[config.mk]
export PLATFORM = sky130hd
export DESIGN_NAME = shuffle_bag_engine
export DESIGN_NICKNAME = d
export VERILOG_FILES = /design/src/rtl/sbe_pkg.sv /design/src/rtl/shuffle_bag_engine.sv
export SDC_FILE = /design/constraint.sdc
export NUM_CORES = 2
export LEC_CHECK = 0
export BUFFER_PORTS_ARGS = -buffer_cell sky130_fd_sc_hd__buf_4
export CELL_PAD_IN_SITES_DETAIL_PLACEMENT = 2
export CELL_PAD_IN_SITES_GLOBAL_PLACEMENT = 2
export CORE_MARGIN = 2
export CORE_UTILIZATION = 44
export CTS_CLUSTER_DIAMETER = 200
export DETAILED_ROUTE_END_ITERATION = 16
export MAX_ROUTING_LAYER = met4
export PLACE_DENSITY_LB_ADDON = 0.1
export SYNTH_ARGS = -nofsm -noshare
export SYNTH_HDL_FRONTEND = slang
export SYNTH_SLANG_ARGS = --single-unit
[constraint.sdc]
create_clock -name clock -period 5.7 [get_ports clock]
set_clock_uncertainty 0.05 [all_clocks]
set_input_delay 0.285 -clock clock [delete_from_list [all_inputs] [get_ports clock]]
set_output_delay 0.285 -clock clock [all_outputs]
set_load 0.01 [all_outputs]
[src/rtl/sbe_pkg.sv]
// Shared types, constants and the generator step for the shuffle bag engine.
`timescale 1ns / 1ps

package sbe_pkg;

   localparam int BAG_DEPTH = 128;
   localparam int CNT_W     = 8;
   localparam int ADDR_W    = $clog2(BAG_DEPTH);

   localparam logic [CNT_W-1:0] DEPTH_CNT = CNT_W'(BAG_DEPTH);
   localparam logic [31:0]      GEN_SEED  = 32'h9E37_79B9;

   localparam logic [1:0] REQ_CLEAR   = 2'd0;
   localparam logic [1:0] REQ_PUSH    = 2'd1;
   localparam logic [1:0] REQ_SHUFFLE = 2'd2;
   localparam logic [1:0] REQ_DRAW    = 2'd3;

   localparam logic [1:0] STAT_OK    = 2'd0;
   localparam logic [1:0] STAT_EMPTY = 2'd1;
   localparam logic [1:0] STAT_FULL  = 2'd2;

   typedef struct packed {
      logic [1:0]  req_type;
      logic [7:0]  item;
      logic [31:0] entropy;
   } sbe_req_type;

   typedef struct packed {
      logic [7:0]       drawn_item;
      logic [1:0]       status;
      logic [CNT_W-1:0] fill_count;
   } sbe_rsp_type;

   // One xorshift32 step; a zero result falls back to the seed.
   function automatic logic [31:0] sbe_next(input logic [31:0] s);
      logic [31:0] t;
      t = s ^ (s << 13);
      t = t ^ (t >> 17);
      t = t ^ (t << 5);
      return (t == 32'd0) ? GEN_SEED : t;
   endfunction

endpackage

[src/rtl/shuffle_bag_engine.sv]
// Top level of the shuffle bag engine: request sequencer, item memory and modulo unit.
`timescale 1ns / 1ps

// Clear, push, a draw from an empty bag and a shuffle of fewer than two items finish
// in the cycle that accepts them, a draw of a held item in the draw state; the result
// strobe comes the cycle after the request completes and cannot be held off, so take
// it when it shows. A shuffle of n items (n at least two) makes n-1 swaps: each swap
// takes a generator step, then runs the one-bit-per-cycle remainder unit that reduces
// the random word modulo i+1, then accesses the item memory, which has one read and
// one write port (read i, read j, write i, write j). busy stays high while a draw or
// shuffle is in flight.
module shuffle_bag_engine (
   input  logic                clock,
   input  logic                reset,
   input  logic                start,
   output logic                busy,
   input  sbe_pkg::sbe_req_type req_data,
   output logic                rsp_strobe,
   output sbe_pkg::sbe_rsp_type rsp_data
);
   import sbe_pkg::*;

   localparam logic [2:0] ST_IDLE = 3'd0;
   localparam logic [2:0] ST_DRAW = 3'd1;
   localparam logic [2:0] ST_GEN  = 3'd2;
   localparam logic [2:0] ST_MOD  = 3'd3;
   localparam logic [2:0] ST_RDI  = 3'd4;
   localparam logic [2:0] ST_RDJ  = 3'd5;
   localparam logic [2:0] ST_WRI  = 3'd6;
   localparam logic [2:0] ST_WRJ  = 3'd7;

   logic [2:0]        state_ff, state_in;
   logic [CNT_W-1:0]  count_ff, count_in;
   logic [31:0]       gen_ff, gen_in;
   logic [31:0]       val_ff, val_in;
   logic [CNT_W-1:0]  rem_ff, rem_in;
   logic [4:0]        bit_ff, bit_in;
   logic [ADDR_W-1:0] i_ff, i_in;
   logic [ADDR_W-1:0] j_ff, j_in;
   logic [7:0]        tmp_ff, tmp_in;
   logic              rsp_strobe_ff, rsp_strobe_in;
   sbe_rsp_type       rsp_ff, rsp_in;

   logic [7:0]        mem [BAG_DEPTH];
   logic [7:0]        rd_data_ff;
   logic [ADDR_W-1:0] rd_addr;
   logic              wr_en;
   logic [ADDR_W-1:0] wr_addr;
   logic [7:0]        wr_data;

   logic              accept;
   logic [CNT_W-1:0]  count_m1;
   logic [31:0]       mixed;
   logic [CNT_W:0]    trial;
   logic [CNT_W:0]    divisor;
   logic [CNT_W:0]    rem_next;

   assign accept   = start && (state_ff == ST_IDLE);
   assign count_m1 = count_ff - CNT_W'(1);
   assign mixed    = gen_ff ^ req_data.entropy;

   // Remainder step: shift in one bit of the random word, subtract if it fits.
   assign trial    = {rem_ff, val_ff[31]};
   assign divisor  = {1'b0, CNT_W'(i_ff) + CNT_W'(1)};
   assign rem_next = (trial >= divisor) ? (trial - divisor) : trial;

   always_comb begin
      if (state_ff == ST_RDJ) begin
         rd_addr = j_ff;
      end else if (state_ff == ST_IDLE) begin
         rd_addr = count_m1[ADDR_W-1:0];
      end else begin
         rd_addr = i_ff;
      end
   end

   always_comb begin
      state_in      = state_ff;
      count_in      = count_ff;
      gen_in        = gen_ff;
      val_in        = val_ff;
      rem_in        = rem_ff;
      bit_in        = bit_ff;
      i_in          = i_ff;
      j_in          = j_ff;
      tmp_in        = tmp_ff;
      rsp_strobe_in = 1'b0;
      rsp_in        = rsp_ff;
      wr_en         = 1'b0;
      wr_addr       = i_ff;
      wr_data       = rd_data_ff;

      unique case (state_ff)
         ST_IDLE: begin
            if (accept) begin
               unique case (req_data.req_type)
                  REQ_CLEAR: begin
                     count_in      = '0;
                     rsp_in        = '{drawn_item: 8'd0, status: STAT_OK, fill_count: '0};
                     rsp_strobe_in = 1'b1;
                  end
                  REQ_PUSH: begin
                     rsp_strobe_in = 1'b1;
                     if (count_ff >= DEPTH_CNT) begin
                        rsp_in = '{drawn_item: 8'd0, status: STAT_FULL, fill_count: count_ff};
                     end else begin
                        wr_en    = 1'b1;
                        wr_addr  = count_ff[ADDR_W-1:0];
                        wr_data  = req_data.item;
                        count_in = count_ff + CNT_W'(1);
                        rsp_in   = '{drawn_item: 8'd0, status: STAT_OK,
                                     fill_count: count_ff + CNT_W'(1)};
                     end
                  end
                  REQ_SHUFFLE: begin
                     gen_in = (mixed == 32'd0) ? GEN_SEED : mixed;
                     if (count_ff < CNT_W'(2)) begin
                        rsp_in        = '{drawn_item: 8'd0, status: STAT_OK,
                                          fill_count: count_ff};
                        rsp_strobe_in = 1'b1;
                     end else begin
                        i_in     = count_m1[ADDR_W-1:0];
                        state_in = ST_GEN;
                     end
                  end
                  REQ_DRAW: begin
                     if (count_ff == '0) begin
                        rsp_in        = '{drawn_item: 8'd0, status: STAT_EMPTY,
                                          fill_count: '0};
                        rsp_strobe_in = 1'b1;
                     end else begin
                        state_in = ST_DRAW;
                     end
                  end
                  default: ;
               endcase
            end
         end
         ST_DRAW: begin
            // Top entry was read on the accept edge.
            count_in      = count_m1;
            rsp_in        = '{drawn_item: rd_data_ff, status: STAT_OK, fill_count: count_m1};
            rsp_strobe_in = 1'b1;
            state_in      = ST_IDLE;
         end
         ST_GEN: begin
            gen_in   = sbe_next(gen_ff);
            val_in   = sbe_next(gen_ff);
            rem_in   = '0;
            bit_in   = 5'd31;
            state_in = ST_MOD;
         end
         ST_MOD: begin
            val_in = val_ff << 1;
            rem_in = rem_next[CNT_W-1:0];
            bit_in = bit_ff - 5'd1;
            if (bit_ff == 5'd0) begin
               j_in     = rem_next[ADDR_W-1:0];
               state_in = ST_RDI;
            end
         end
         ST_RDI: begin
            state_in = ST_RDJ;
         end
         ST_RDJ: begin
            // Hold entry i while entry j is fetched.
            tmp_in   = rd_data_ff;
            state_in = ST_WRI;
         end
         ST_WRI: begin
            wr_en    = 1'b1;
            wr_addr  = i_ff;
            wr_data  = rd_data_ff;
            state_in = ST_WRJ;
         end
         ST_WRJ: begin
            wr_en   = 1'b1;
            wr_addr = j_ff;
            wr_data = tmp_ff;
            i_in    = i_ff - ADDR_W'(1);
            if (i_ff == ADDR_W'(1)) begin
               rsp_in        = '{drawn_item: 8'd0, status: STAT_OK, fill_count: count_ff};
               rsp_strobe_in = 1'b1;
               state_in      = ST_IDLE;
            end else begin
               state_in = ST_GEN;
            end
         end
         default: begin
            state_in = ST_IDLE;
         end
      endcase
   end

   always_ff @(posedge clock) begin
      if (wr_en) begin
         mem[wr_addr] <= wr_data;
      end
      rd_data_ff <= mem[rd_addr];
   end

   always_ff @(posedge clock) begin
      if (reset) begin
         state_ff      <= ST_IDLE;
         count_ff      <= '0;
         gen_ff        <= GEN_SEED;
         rsp_strobe_ff <= 1'b0;
      end else begin
         state_ff      <= state_in;
         count_ff      <= count_in;
         gen_ff        <= gen_in;
         rsp_strobe_ff <= rsp_strobe_in;
      end
   end

   always_ff @(posedge clock) begin
      val_ff <= val_in;
      rem_ff <= rem_in;
      bit_ff <= bit_in;
      i_ff   <= i_in;
      j_ff   <= j_in;
      tmp_ff <= tmp_in;
      rsp_ff <= rsp_in;
   end

   assign busy       = (state_ff != ST_IDLE);
   assign rsp_strobe = rsp_strobe_ff;
   assign rsp_data   = rsp_ff;

   a_count_max: assert property (@(posedge clock) disable iff (reset)
      count_ff <= DEPTH_CNT)
      else $error("fill count above bag depth");

   a_gen_nonzero: assert property (@(posedge clock) disable iff (reset)
      gen_ff != 32'd0)
      else $error("generator state is zero");

   a_j_range: assert property (@(posedge clock) disable iff (reset)
      (state_ff == ST_RDI) |-> (j_ff <= i_ff))
      else $error("swap index out of range");

   a_strobe_cause: assert property (@(posedge clock) disable iff (reset)
      rsp_strobe_ff |-> ($past(accept) || $past(state_ff == ST_DRAW) ||
                         $past(state_ff == ST_WRJ)))
      else $error("result strobe without a finishing request");

endmodule
==> summary.md <==
| Metric | Value |
|---|---|
| TritonCTS clock tree | built |
| Worst endpoint data arrival time | 5.73 ns |
| Delay of the slowest cell on the worst path | 1.00 ns |
| Vias per inst | 6.06 |
| Die X | 339 um |
| Slew Viols, Final | 0 |
| Endpoints failing hold | 0 |
| Setup crit start kind | register |
| Synthesis-to-layout area growth | 13.8% |
| Relative max-transition margin | 13.5% |
| Vias in the first global route | 37,600 |
| Number of vias in the routed layout | 34,800 |
| Setup total negative slack | 0 ns |
| Floorplan core area | 111,000 um2 |
| Clock-pin transition on the worst setup and hold timing paths | 0.06 ns |
| Root buffer cell | clkbuf_16 |
| Predominant post-synthesis flop cell | edfxtp_1 |
| Instance area after placement | 51,400 um2 |
| RSZ-0062 raised after global routing | false |
| Residual DRC | 0 |
| Post-DRT Antenna Nets | 0 |
| Overall die area | 115,000 um2 |
| Most used cell, CP | nand3_1 |
| Number of buffer cells added on primary ports | 64 |
| Proportion of synthesized chip area in sequential cells | 69.7% |
| Final critical-path share of the clock period | 91.5% |
| Post-synthesis cell count | 4,054 |
| Req. time, crit path | 6.22 ns |
| Number of flops mapped to enable cells by yosys | 1,109 |
| Kind of cell with the highest combined delay on the critical path | simple AND/OR/NAND/NOR gates |
| First-pass GRT wire length | 259 mm |
| Maximum number of pins on one net before global-route repair | 80 |
| Outcome | completed |
| Mapped Avg Cell Area | 12.1 um2 |
| Slew @ Worst Pin | 1.29 ns |
| Static leakage | 19.3 nW |
| Overall routed net length | 175 mm |
| Max Fclk | 192 MHz |
| Standard cell with the maximum stage delay on the critical path | nor2_1 |
| Clock latency at the later pin of the worst-skew pair | 0.76 ns |
| Power per standard cell area | 447 nW/um2 |
| Minimum clock period | 5.22 ns |
| Half-perimeter wire length after placement | 112 mm |
| Highest fanout seen on the critical path | 22 |
| Share of layout cells above drive strength 1 | 9.67% |
| Worst path cell trace | inv_1, ha_1, nor3b_2, xnor2_1, o211ai_4, buf_4, nor2_1, nand3_1, nand3_1, o22ai_1, nor3_1, o311ai_0 |
| Antenna violations before repair | 3 |
| Endpoint kind of the worst setup timing path | register |
| Number of sinks handled by clock tree synthesis | 1,161 |
| CTS-repair resized insts | 0 |
| Initial cell density of the core | 44.4% |
| Number of nets in the final layout | 4,203 |
| Async S/R FF share, synth | 0% |
| Rows | 122 |
| Number of top-level pins | 65 |
| Post-Syn Nets | 4,115 |
| H-tree Lvls | 4 |
| Wirelength per Cell | 30.5 um |
| Remaining global-route overflow | 0 |
| Total global routing track utilization | 31.3% |
| Worst vdd ir | 0.395 mV |
| RePlAce Congestion | 0.846 |
| First-pass iteration count of the detailed router | 7 |
| Max Root-Sink Buffers | 3 |
| Unique masters post-synth | 82 |
| DRC violation total after the first TritonRoute iteration | 3,371 |
| Number of warnings issued by yosys | 0 |
| Path class of the lowest-slack min-delay path | input pin to register |
| Category of the most critical setup path | register to register |
| Count of maximum capacitance violations | 0 |
| Final Cell Area | 56,000 um2 |
| Number of clock buffers inserted by TritonCTS | 133 |
| Die Span Y | 339 um |
| Number of buffers and inverters on the critical path | 2 |
| Count of state elements after synthesis | 1,161 |
| Final setup violating endpoints | 0 |
| Total standard cell area after synthesis | 49,200 um2 |
[stage by stage]
step,worst slack [ns],cells,hold slack (ns),total power [mW],utilization [%]
after CTS,0.612,5738,0.0155,25.1,50.6
after global placement,0.839,5452,0.457,16.5,46.4
after global routing,0.230,5740,0.0804,25.8,50.6
after detailed placement,0.672,5452,0.492,16.8,46.4
final,0.484,5740,0.0584,25.1,50.6
after floorplan,1.31,4054,0.373,14.0,-
[worst min-delay path, stage by stage]
cell and delay, ns:
buf_4 0.12, nand2_1 0.17, nor2_1 0.15
[logic make-up after synthesis]
logic type / Yosys count / share of synthesized area [%]
and+or+nand+nor: 1954 / 17.7
adders and majority gates: 16 / 0.422
buffers and inverters: 299 / 2.67
DFF: 1161 / 69.7
muxes: 81 / 1.66
xor gates and xnor gates: 121 / 2.20
AOI/OAI and AO/OA: 422 / 5.64
[Yosys cell counts, types with 5 or more instances]
library cell,instances,area (um2)
nand2_1,979,3670
or3_1,5,31.3
o22ai_1,11,68.8
nand4_1,72,450
nand3_1,484,2420
o32ai_1,13,114
o21ai_0,79,395
nor3_2,12,120
edfxtp_1,1109,33300
o211ai_1,9,67.6
nand2b_1,29,181
nor4_1,42,263
a31oi_1,39,244
a21oi_1,122,611
dfxtp_1,52,1040
nor3_1,33,165
a21o_1,8,60.1
clkbuf_1,122,458
buf_1,25,93.8
mux2i_1,79,791
xnor2_1,57,499
a211oi_1,11,82.6
a31o_1,20,175
nor2b_1,11,68.8
and3_1,22,138
buf_2,98,490
a32oi_1,17,149
ha_1,15,188
nand3b_1,6,45.0
a222oi_1,14,140
buf_4,9,67.6
a311oi_1,7,61.3
a22oi_1,24,180
xor2_1,61,534
a311o_1,7,70.1
inv_1,37,139
nor2_1,228,856
[layout make-up]
cell class	count	area [um2]
diodes	2	5.00
clock buffers	190	3760
clock inverters	53	404
fillers	10800	54800
inverters	38	163
multi-input cells	2594	13700
flip-flops and latches	1161	34300
well taps	1488	1860
repair buffers	214	1830
[final timing paths]
kind                 from       endpoint  slack, ns  cells after the start
max reg2reg   count_ff[0]  rd_data_ff[0]       0.48                     12
max           count_ff[0]  rd_data_ff[0]       0.48                     12
min reg2reg     val_ff[0]      val_ff[1]       0.49                      2
min          req_data[41]    rsp_data[8]       0.06                      3
[what timing repair did]
action,4_1_cts,5_1_grt
hold buffers,43,0
endpoints found under the hold margin,37,0
buffers inserted,0,0
[flip-flops by register name (all words and copies together) (netlist names)]
signal and count:
bit_ff 5, rd_data_ff 8, val_ff 32, rsp_data 18, j_ff 7, gen_ff 32
rem_ff 8, tmp_ff 8, count_ff 8, i_ff 7, state_ff 3, mem 1024
rsp_strobe 1
[metal layers]
| layer | up-vias | part of all wire (%) | routed length [um] | GRT usage, % |
|---|---|---|---|---|
| li1 | 15000 | - | - | - |
| met1 | 18400 | 43 | 75200 | 41.5 |
| met2 | 1095 | 49 | 86500 | 51.1 |
| met3 | 265 | 5.0 | 8710 | 3.49 |
| met4 | 0 | 2.8 | 4940 | 9.46 |
| met5 | - | 0 | 0 | - |
[report_power, final]
| group | total [mW] | leakage (nW) | internal [mW] | switching, mW |
|---|---|---|---|---|
| registers | 10.9 | 10.5 | 10.7 | 0.184 |
| logic | 5.85 | 6.77 | 1.28 | 4.57 |
| clock network | 8.34 | 2.03 | 4.79 | 3.56 |
[layout by cell type, fill, tap and decap left out, types with 9 or more instances in the layout]
cell type      count
edfxtp_1        1109
nand2_1          976
nand3_1          484
nor2_1           228
buf_4            162
clkbuf_16        140
a21oi_1          122
mux2i_1           79
o21ai_0           78
nand4_1           72
xor2_1            61
xnor2_1           57
dfxtp_1           52
clkbuf_1          43
dlygate4sd3_1     43
nor4_1            41
a31oi_1           39
nor3_1            32
inv_1             29
nand2b_1          29
a22oi_1           24
and3_1            22
clkinv_1          21
a31o_1            20
a32oi_1           17
clkinv_2          17
ha_1              15
a222oi_1          14
o32ai_1           13
o22ai_1           11
a211oi_1          11
nor2b_1           10
nor3_2            10
o211ai_1           9
buf_12             9
(Power assumes the default switching activity.)
